### config.mk
export PLATFORM = sky130hd
export DESIGN_NAME = sorted_list_insert_delete
export DESIGN_NICKNAME = d
export VERILOG_FILES = /design/src/rtl/sli_pkg.sv /design/src/rtl/sorted_list_insert_delete.sv /design/src/rtl/sli_cell.sv /design/src/rtl/sli_ctrl.sv
export SDC_FILE = /design/constraint.sdc
export NUM_CORES = 2
export LEC_CHECK = 0
export ABC_CLOCK_PERIOD_IN_PS = 7350
export BUFFER_PORTS_ARGS = -buffer_cell sky130_fd_sc_hd__clkbuf_2
export CAP_MARGIN = 20
export CORE_MARGIN = 2
export CORE_UTILIZATION = 40
export CTS_CLUSTER_SIZE = 14
export DETAILED_ROUTE_END_ITERATION = 8
export PLACE_DENSITY = 0.55
export SLEW_MARGIN = 20
export SYNTH_ARGS = -nofsm -noshare
export SYNTH_HDL_FRONTEND = slang
export SYNTH_SLANG_ARGS = --single-unit
### constraint.sdc
create_clock -name clock -period 7.35 [get_ports clock]
set_input_delay 0 -clock clock [delete_from_list [all_inputs] [get_ports clock]]
set_output_delay 0 -clock clock [all_outputs]
set_load 0.01 [all_outputs]
### src/rtl/sli_pkg.sv
// ----------------------------------------------------------------------------
// sli_pkg: shared types and constants for the sorted list block
// Word formats, operation and status codes, cell broadcast bundle.
// ----------------------------------------------------------------------------
`default_nettype none

package sli_pkg;

   localparam int CAPACITY = 16;
   localparam int CNT_W    = $clog2(CAPACITY + 1);

   // operation codes
   localparam logic OP_INSERT = 1'b0;
   localparam logic OP_DELETE = 1'b1;

   // status codes
   localparam logic [1:0] ST_DONE      = 2'd0;
   localparam logic [1:0] ST_NOT_FOUND = 2'd1;
   localparam logic [1:0] ST_FULL      = 2'd2;

   typedef struct packed {
      logic               operation;
      logic signed [31:0] value;
   } sli_req_type;

   typedef struct packed {
      logic        [1:0]  status;
      logic        [4:0]  entry_count;
      logic signed [31:0] smallest_value;
      logic               list_empty;
   } sli_rsp_type;

   // command broadcast to every cell
   typedef struct packed {
      logic               ins_en;
      logic               del_en;
      logic signed [31:0] key;
   } sli_bcast_type;

   typedef enum logic {
      SLI_IDLE,
      SLI_EXEC
   } sli_state_type;

endpackage

`default_nettype wire

### src/rtl/sorted_list_insert_delete.sv
// ----------------------------------------------------------------------------
// sorted_list_insert_delete: ascending store of signed words in a cell row
// A request is latched, then the row compares and shifts as the response is
// registered, waiting while an unread response is held; one request at a time.
// Reset clears the count and rsp_valid; cell contents are not cleared.
// ----------------------------------------------------------------------------
`default_nettype none

module sorted_list_insert_delete (
   input  wire                        clock,
   input  wire                        reset,
   input  wire                        req_valid,
   output logic                       req_ready,
   input  wire  sli_pkg::sli_req_type req_data,
   output logic                       rsp_valid,
   input  wire                        rsp_ready,
   output sli_pkg::sli_rsp_type       rsp_data
);
   import sli_pkg::*;

   sli_bcast_type              bcast;
   logic [CNT_W-1:0]           count;
   logic [CAPACITY-1:0]        lt_vec;
   logic [CAPACITY-1:0]        eq_vec;
   logic [CAPACITY-1:0]        valid_vec;
   logic signed [31:0]         entry_vec [CAPACITY];
   logic signed [31:0]         next_vec  [CAPACITY];
   logic                       found;

   // first matching entry exists somewhere in the row
   assign found = |eq_vec;

   sli_ctrl u_ctrl (
      .clock     (clock),
      .reset     (reset),
      .req_valid (req_valid),
      .req_ready (req_ready),
      .req_data  (req_data),
      .rsp_valid (rsp_valid),
      .rsp_ready (rsp_ready),
      .rsp_data  (rsp_data),
      .found     (found),
      .head_next (next_vec[0]),
      .bcast     (bcast),
      .count     (count)
   );

   // build the cell row; cell 0 sees a smaller left neighbor
   for (genvar i = 0; i < CAPACITY; i++) begin : g_cell
      logic               left_lt;
      logic signed [31:0] left_entry;
      logic signed [31:0] right_entry;

      assign valid_vec[i] = (count > CNT_W'(i));

      if (i == 0) begin : g_first
         assign left_lt    = 1'b1;
         assign left_entry = 32'sd0;
      end else begin : g_mid
         assign left_lt    = lt_vec[i-1];
         assign left_entry = entry_vec[i-1];
      end

      if (i == CAPACITY - 1) begin : g_last
         assign right_entry = entry_vec[i];
      end else begin : g_inner
         assign right_entry = entry_vec[i+1];
      end

      sli_cell u_cell (
         .clock       (clock),
         .bcast       (bcast),
         .cell_valid  (valid_vec[i]),
         .left_lt     (left_lt),
         .left_entry  (left_entry),
         .right_entry (right_entry),
         .lt          (lt_vec[i]),
         .eq          (eq_vec[i]),
         .entry       (entry_vec[i]),
         .entry_next  (next_vec[i])
      );
   end

endmodule

`default_nettype wire

### src/rtl/sli_cell.sv
// ----------------------------------------------------------------------------
// sli_cell: one slot of the sorted list
// Compares its entry with the broadcast key and shifts right on insert or
// left on delete, taking the neighbor's entry.
// ----------------------------------------------------------------------------
`default_nettype none

module sli_cell (
   input  wire                         clock,
   input  wire  sli_pkg::sli_bcast_type bcast,
   input  wire                         cell_valid,
   input  wire                         left_lt,
   input  wire  signed [31:0]          left_entry,
   input  wire  signed [31:0]          right_entry,
   output logic                        lt,
   output logic                        eq,
   output logic signed [31:0]          entry,
   output logic signed [31:0]          entry_next
);
   import sli_pkg::*;

   logic signed [31:0] entry_ff;
   logic signed [31:0] entry_in;
   logic               ge;

   // compare own entry with the key
   always_comb begin
      lt = cell_valid && (entry_ff <  bcast.key);
      ge = cell_valid && (entry_ff >= bcast.key);
      eq = cell_valid && (entry_ff == bcast.key);
   end

   // pick next entry: hold, take key, take left word, or take right word
   always_comb begin
      entry_in = entry_ff;
      if (bcast.ins_en && !lt) begin
         entry_in = left_lt ? bcast.key : left_entry;
      end else if (bcast.del_en && ge) begin
         entry_in = right_entry;
      end
   end

   always_ff @(posedge clock) begin
      entry_ff <= entry_in;
   end

   assign entry      = entry_ff;
   assign entry_next = entry_in;

endmodule

`default_nettype wire

### src/rtl/sli_ctrl.sv
// ----------------------------------------------------------------------------
// sli_ctrl: sequencer, entry count and response register
// Latches a request, drives the cell row for one cycle, forms the response.
// ----------------------------------------------------------------------------
`default_nettype none

module sli_ctrl (
   input  wire                          clock,
   input  wire                          reset,
   input  wire                          req_valid,
   output logic                         req_ready,
   input  wire  sli_pkg::sli_req_type   req_data,
   output logic                         rsp_valid,
   input  wire                          rsp_ready,
   output sli_pkg::sli_rsp_type         rsp_data,
   input  wire                          found,
   input  wire  signed [31:0]           head_next,
   output sli_pkg::sli_bcast_type       bcast,
   output logic [sli_pkg::CNT_W-1:0]    count
);
   import sli_pkg::*;

   sli_state_type      state_ff, state_in;
   logic               op_ff;
   logic signed [31:0] value_ff;
   logic [CNT_W-1:0]   count_ff, count_in;
   logic               rsp_valid_ff, rsp_valid_in;
   sli_rsp_type        rsp_ff, rsp_in;
   logic               go;
   logic               full;
   logic [1:0]         status;
   logic [CNT_W+4:0]   count_ext;

   assign full = (count_ff == CNT_W'(CAPACITY));

   // next state
   always_comb begin
      state_in = state_ff;
      case (state_ff)
         SLI_IDLE: begin
            if (req_valid) state_in = SLI_EXEC;
         end
         SLI_EXEC: begin
            if (go) state_in = SLI_IDLE;
         end
         default: state_in = SLI_IDLE;
      endcase
   end

   // outputs of the sequencer
   always_comb begin
      req_ready = 1'b0;
      go        = 1'b0;
      case (state_ff)
         SLI_IDLE: req_ready = 1'b1;
         SLI_EXEC: go = !rsp_valid_ff || rsp_ready;
         default: begin
            req_ready = 1'b0;
            go        = 1'b0;
         end
      endcase
   end

   // drive the cell row and update the count
   always_comb begin
      bcast.key    = value_ff;
      bcast.ins_en = go && (op_ff == OP_INSERT) && !full;
      bcast.del_en = go && (op_ff == OP_DELETE) && found;
      count_in     = count_ff;
      if (bcast.ins_en) count_in = count_ff + CNT_W'(1);
      if (bcast.del_en) count_in = count_ff - CNT_W'(1);
      if (op_ff == OP_INSERT) begin
         status = full ? ST_FULL : ST_DONE;
      end else begin
         status = found ? ST_DONE : ST_NOT_FOUND;
      end
   end

   // form the response word
   always_comb begin
      count_ext             = {5'b0, count_in};
      rsp_in                = rsp_ff;
      rsp_valid_in          = rsp_valid_ff;
      if (rsp_valid_ff && rsp_ready) rsp_valid_in = 1'b0;
      if (go) begin
         rsp_valid_in          = 1'b1;
         rsp_in.status         = status;
         rsp_in.entry_count    = count_ext[4:0];
         rsp_in.list_empty     = (count_in == '0);
         rsp_in.smallest_value = (count_in == '0) ? 32'sd0 : head_next;
      end
   end

   always_ff @(posedge clock) begin
      if (reset) begin
         state_ff     <= SLI_IDLE;
         count_ff     <= '0;
         rsp_valid_ff <= 1'b0;
      end else begin
         state_ff     <= state_in;
         count_ff     <= count_in;
         rsp_valid_ff <= rsp_valid_in;
      end
   end

   // hold the operand and response payload
   always_ff @(posedge clock) begin
      if (req_valid && req_ready) begin
         op_ff    <= req_data.operation;
         value_ff <= req_data.value;
      end
      rsp_ff <= rsp_in;
   end

   assign rsp_valid = rsp_valid_ff;
   assign rsp_data  = rsp_ff;
   assign count     = count_ff;

endmodule

`default_nettype wire
# Yosys cells after proc, flatten, opt, wreduce, memory -nomap -nowiden
# Cells that the tools add are included.
# totals
in_bits	37
ff_bits	592
wordCells	270
out_inout_bits	42
# op_classes
magnitude_cmp	47
n_mux	57
n_reduce_logical	120
eq_ne	17
n_bitwise	2
n_addsub	2
# op_table
operator	n
2-to-1 mux 32 bit	45
equality test 32 bit	16
less-than comparator 32 bit	16
>= comparator 32 bit	15
logical AND 1 bit	84
greater-than comparator 5 x 4 -> 1 bit (second input constant)	8
nonzero test 2 bit	15
greater-than comparator 5 x 3 -> 1 bit (second input constant)	4
zero test 1 bit	18
OR reduction 16 bit	1
greater-than comparator 5 x 1 -> 1 bit (second input constant)	2
greater-than comparator 5 x 2 -> 1 bit (second input constant)	2
2-to-1 mux 5 bit	2
2-to-1 mux 1 bit	7
adder 5 x 1 -> 5 bit (second input constant)	1
equality test 5 bit (second input constant)	1
zero test 5 bit	1
subtractor 5 x 1 -> 5 bit (second input constant)	1
2-to-1 mux 2 bit	2
inverter 1 bit	2
case mux 1 bit (2 select lines)	1
logical OR 1 bit	1

# Longest topological paths before layout
# depth
word_depth	8
ltp_mapped	14
ltp_nobuf	11

# By module
# A second synthesis with hierarchy kept.
# unflattened
cells_unflattened	6391
hier_area_um2	46498.3
# by_module_without_submodules
mod	area_each_um2	seq_area_each_um2	instances	cells_each
sli_cell	2693.8	640.6	16	386
sli_ctrl	3195.6	2332.2	1	177
sorted_list_insert_delete	201.4	0.0	1	38

# Worst setup path before layout
# Ideal clock, no wire load.
# synth_path
path_kind	reg-to-reg
start	reg u_ctrl.rsp_valid_ff, in the netlist u_ctrl.rsp_valid
end	reg g_cell[15].u_cell.entry_ff[0], enable pin
n_path_buf	2
synth_period_minus_slack_ps	6140
setup_ps	470
required_time_ps	6880
path_slack_ps	1210
arrival_time_ps	5670
path_stages_with_launch	7
path_cell_list	dfxtp_1 -> nor2b_1 -> nor2_1 -> nand3b_1 -> clkbuf_1 -> clkbuf_1 -> a211oi_1
# synth_via
elab_chain_cells	6
# synth_rtl
element	line	rtl
from (decl)	sli_ctrl.sv:27	logic rsp_valid_ff, rsp_valid_in;
from (signal assigned)	sli_ctrl.sv:102	rsp_valid_ff <= rsp_valid_in;
zero test 1 bit	sli_ctrl.sv:56	SLI_EXEC: go = !rsp_valid_ff || rsp_ready;
logical OR 1 bit	sli_ctrl.sv:56	
2-to-1 mux 1 bit	sli_ctrl.sv:54	case (state_ff)
named net u_ctrl.go	sli_ctrl.sv:29	logic go;
logical AND 1 bit (2 in series)	sli_ctrl.sv:67	bcast.ins_en = go && (op_ff == OP_INSERT) && !full;
logical AND 1 bit	sli_cell.sv:36	if (bcast.ins_en && !lt) begin
to (signal assigned)	sli_cell.sv:44	entry_ff <= entry_in;
to (decl)	sli_cell.sv:22	logic signed [31:0] entry_ff;
# The timed path passes the listed nets, and every way through them passes these cells.
# A chain may end at the register's enable or synchronous reset.

# Worst setup path in the final report
# layout_path
start	reg u_ctrl.value_ff[24]
end	reg g_cell[5].u_cell.entry_ff[25], enable pin
# layout_via
elab_chain_cells	6
word_cells_on_any_way	42
cone_classes	order compare: 2; eq/ne: 16; reduce/logical: 24
# layout_rtl
element	line	rtl
from (decl)	sli_ctrl.sv:25	logic signed [31:0] value_ff;
from (signal assigned)	sli_ctrl.sv:110	value_ff <= req_data.value;
parallel branches: the longest is 5 deep, another holds less-than comparator 32 bit	--	
nonzero test 2 bit (no line) *	--	
to (signal assigned)	sli_cell.sv:44	
to (decl)	sli_cell.sv:22	
# Mark *: on every way between the ends.

==> results.sh <==
export IMPL_drt_total_wl_um=137600
export IMPL_rr_startpoint="u_ctrl.value_ff[24]$_DFFE_PP_"
export IMPL_synth_yosys_warnings=0
export IMPL_ys_ff_latch=592
export IMPL_fin_crit_sh_pct=79.81
export IMPL_cts_tree="built"
export IMPL_core_area_mm2=0.1035
export IMPL_ys_seq_area_share_pct=41.64
export IMPL_grt_ovfl_total=0
export IMPL_place_hpwl_um=101500
export IMPL_synthArstFlopShare_pct=0
export IMPL_numCtsBuffers=74
export IMPL_setup_worst_path_start="u_ctrl.value_ff[24]$_DFFE_PP_"
export IMPL_place_inst=5201
export IMPL_cts_htree_levels=3
export IMPL_finalWorstPathRequiredPeriod_ps=5866
export IMPL_die_h_um=327.1
export IMPL_port_buffers=78
export IMPL_vias=32430
export IMPL_dr_first_iter_drc_count=2810
export IMPL_grt_pass1_wl_um=204800
export IMPL_status="complete, no violations"
export IMPL_drt_pass1_iterations=5
export IMPL_wl_per_cell_um=25.61
export IMPL_cts_sinks=592
export IMPL_critPathRequiredTime_ps=7670
export IMPL_holdCritPathClass="input port to flop"
export IMPL_nNetsFinal=4491
export IMPL_antenna_found_initial=0
export IMPL_ctsRootBufferMaster="clkbuf_16"
export IMPL_slew_violations=0
export IMPL_floorplan_initialDensity_pct=40.35
export IMPL_dpl_cell_area_mm2=0.04392
export IMPL_antenna_left=0
export IMPL_cts_clk_slew_worst_paths_ps=60
export IMPL_syn2layout_area_growth_pct=12.07
export IMPL_clock_path_buffers=3
export IMPL_rsz0062_at_grt="no"
export IMPL_synth_nets=4436
export IMPL_grt_max_degree=98
export IMPL_avgSynthCellArea_um2=10.76
export IMPL_grt_pass1_vias=31650
export IMPL_die_w_um=327.1
export IMPL_ioPinCount=79
export IMPL_vdd_drop_max_uv=195.2
export IMPL_vias_per_cell=6.035
export IMPL_hold_buffers=38
export IMPL_syn_instance_count=3881
export IMPL_finClkSkew_ps=25.77
export IMPL_fin_cells=5374
export IMPL_drive_above_1_share_pct=13.15
export IMPL_cts_setup_buffers=0
export IMPL_ys_dominant_reg_cell="edfxtp_1"
export IMPL_powerDensity_mw_per_mm2=209.8
export IMPL_drc=0
export IMPL_crit_fanout=20
export IMPL_dieArea_mm2=0.1070
export IMPL_hold_viol_final=0
export IMPL_final_area_mm2=0.04680
export IMPL_synth_lib_cells_used_distinct=81
export IMPL_leakagePower_nw=19.45
export IMPL_drv_cap=0
export IMPL_synth_top_area_share_pct=39.77
export IMPL_grt_use_total_pct=25.10
export IMPL_setup_tns_ps=0
export IMPL_clk_latency_ps=640
export IMPL_rows=118
export IMPL_synth_area_leaders="edfxtp_1, ha_1, mux2i_1, a21oi_1, o21ai_0"
export IMPL_syn_cell_area_mm2=0.04176
export IMPL_synth_top_area_cell="edfxtp_1"
export IMPL_setup_viol=0
export IMPL_cp_start_kind="flop"
export IMPL_fmax_mhz=170.5
export IMPL_num_fill_cells=9724
export IMPL_postCtsResizedCells=0
export IMPL_worstSetupPathType="flop to flop"
export IMPL_synth_edf_count=553
export IMPL_holdCritStartpoint="req_data[31]"
export IMPL_relSlewSlack_pct=22.87
export IMPL_gp_congestion=0.9294
export IMPL_multi_input_area_mm2=0.02333
export IMPL_arrival_ps=6190
export IMPL_tightest_slew_ps=1128
export IMPL_critPathCaptureType="flop"
export IMPL_regArea_mm2=0.01739
==> through the flow <==
step,hold slack (ps),util [%],setup WS [ps],power (mW)
4_1_cts,49.07,45.18,1567,9.875
2_1_floorplan,69.07,-,1210,5.413
5_1_grt,81.10,45.21,1068,10.23
3_3_place_gp,179.7,42.44,1647,6.025
6_report,80.59,45.22,1484,9.819
3_5_place_dp,178.6,42.44,1580,6.052
==> critical path, cell delays in order, from the launching register on <==
cell	delay, ps
edfxtp_1	760
inv_1	560
ha_1	470
nand4_1	180
nor4_1	1010
nand4_1	280
o2111ai_1	250
or4_1	230
nand2_1	460
o21ai_0	300
and2_1	670
buf_4	360
==> Yosys cell counts, types with 32 or more instances <==
cell type / n
nor2_1: 165
nand2_1: 105
edfxtp_1: 553
mux2i_1: 370
clkbuf_1: 185
nor2b_1: 38
a21oi_1: 526
o21a_1: 32
o21ai_0: 429
dfxtp_1: 39
a211oi_1: 43
inv_1: 62
mux2_2: 161
nand4_1: 144
buf_2: 38
a21o_1: 182
ha_1: 518
==> layer usage <==
layer | GRT usage (%) | up-vias | part of all wire [%]
met4 | 9.842 | 0 | 3.8
met1 | 33.64 | 15870 | 44
met2 | 41.62 | 1068 | 47
met3 | 2.701 | 246 | 5.5
met5 | 0 | - | 0
li1 | - | 15250 | -
==> registers in the layout, summed over array words and instances, names as in the netlist <==
register / count
g_cell.u_cell.entry: 512
u_ctrl.count: 5
u_ctrl.rsp_valid: 1
u_ctrl.op_ff: 1
u_ctrl.state_ff: 1
u_ctrl.rsp_data: 40
u_ctrl.value_ff: 32
==> where the power goes <==
part	switching, mW	internal [mW]	total (mW)
clock	1.51	2.29	3.80
sequential	0.202	3.97	4.17
combinational	1.14	0.712	1.85
==> final timing paths <==
path / to / slack, ps / cells past startpoint
max: g_cell[5].u_cell.entry[25]$_DFFE_PP_ / 1480 / 11
min: u_ctrl.value_ff[31]$_DFFE_PP_ / 80 / 2
max reg2reg: g_cell[5].u_cell.entry[25]$_DFFE_PP_ / 1480 / 11
min reg2reg: g_cell[13].u_cell.entry[0]$_DFFE_PP_ / 600 / 2
==> cells by family (layout without fill, tap and decap cells) <==
kind of cell	Yosys count	count (layout)	synth area share [%]
AO/OA/AOI/OAI	1343	1343	19.16
multiplexers	532	532	13.24
flip-flops	592	592	41.64
XOR/XNOR	1	1	0.02098
AND/OR/NAND/NOR	589	589	7.449
other	0	1	0
buffers and inverters	306	418	2.972
adder cells (fa/ha/maj)	518	518	15.52
==> placed cells by master, fill, tap and decap left out, types with 5 or more instances in the layout <==
cell type,Yosys,layout
mux2i_1,370,363
and2_1,16,14
nand2b_1,17,15
nand2_1,105,104
a2bb2oi_1,31,31
clkbuf_2,0,78
nor3_1,12,12
clkbuf_16,0,79
o211ai_1,8,8
nor4b_1,5,5
inv_1,62,62
o21a_1,32,31
dlygate4sd3_1,0,38
buf_12,0,5
nor4_1,20,20
a211oi_2,29,29
bufinv_16,0,9
and3_1,5,5
mux2_2,161,162
dfxtp_1,39,39
a21oi_1,526,523
mux2i_4,0,7
clkinv_1,0,13
a211oi_1,43,42
edfxtp_1,553,553
clkbuf_1,185,20
nor4_2,7,7
clkinv_2,0,7
a21o_1,182,182
o21ai_0,429,429
nor2b_1,38,37
nand3_1,24,24
o2111ai_1,6,6
nand4b_1,7,7
ha_1,518,518
nand4_1,144,144
nor2_1,165,161
buf_4,4,101
==> final cells by class <==
class	instances	area share [%]
repair buffers	223	3.540
flip-flops and latches	592	37.15
clock buffers	101	4.444
inverters	62	0.4973
well taps	1380	3.690
multi-input cells	2983	49.86
clock inverters	32	0.8101
diodes	1	0.005347
Power figures use the tool's default switching activity.
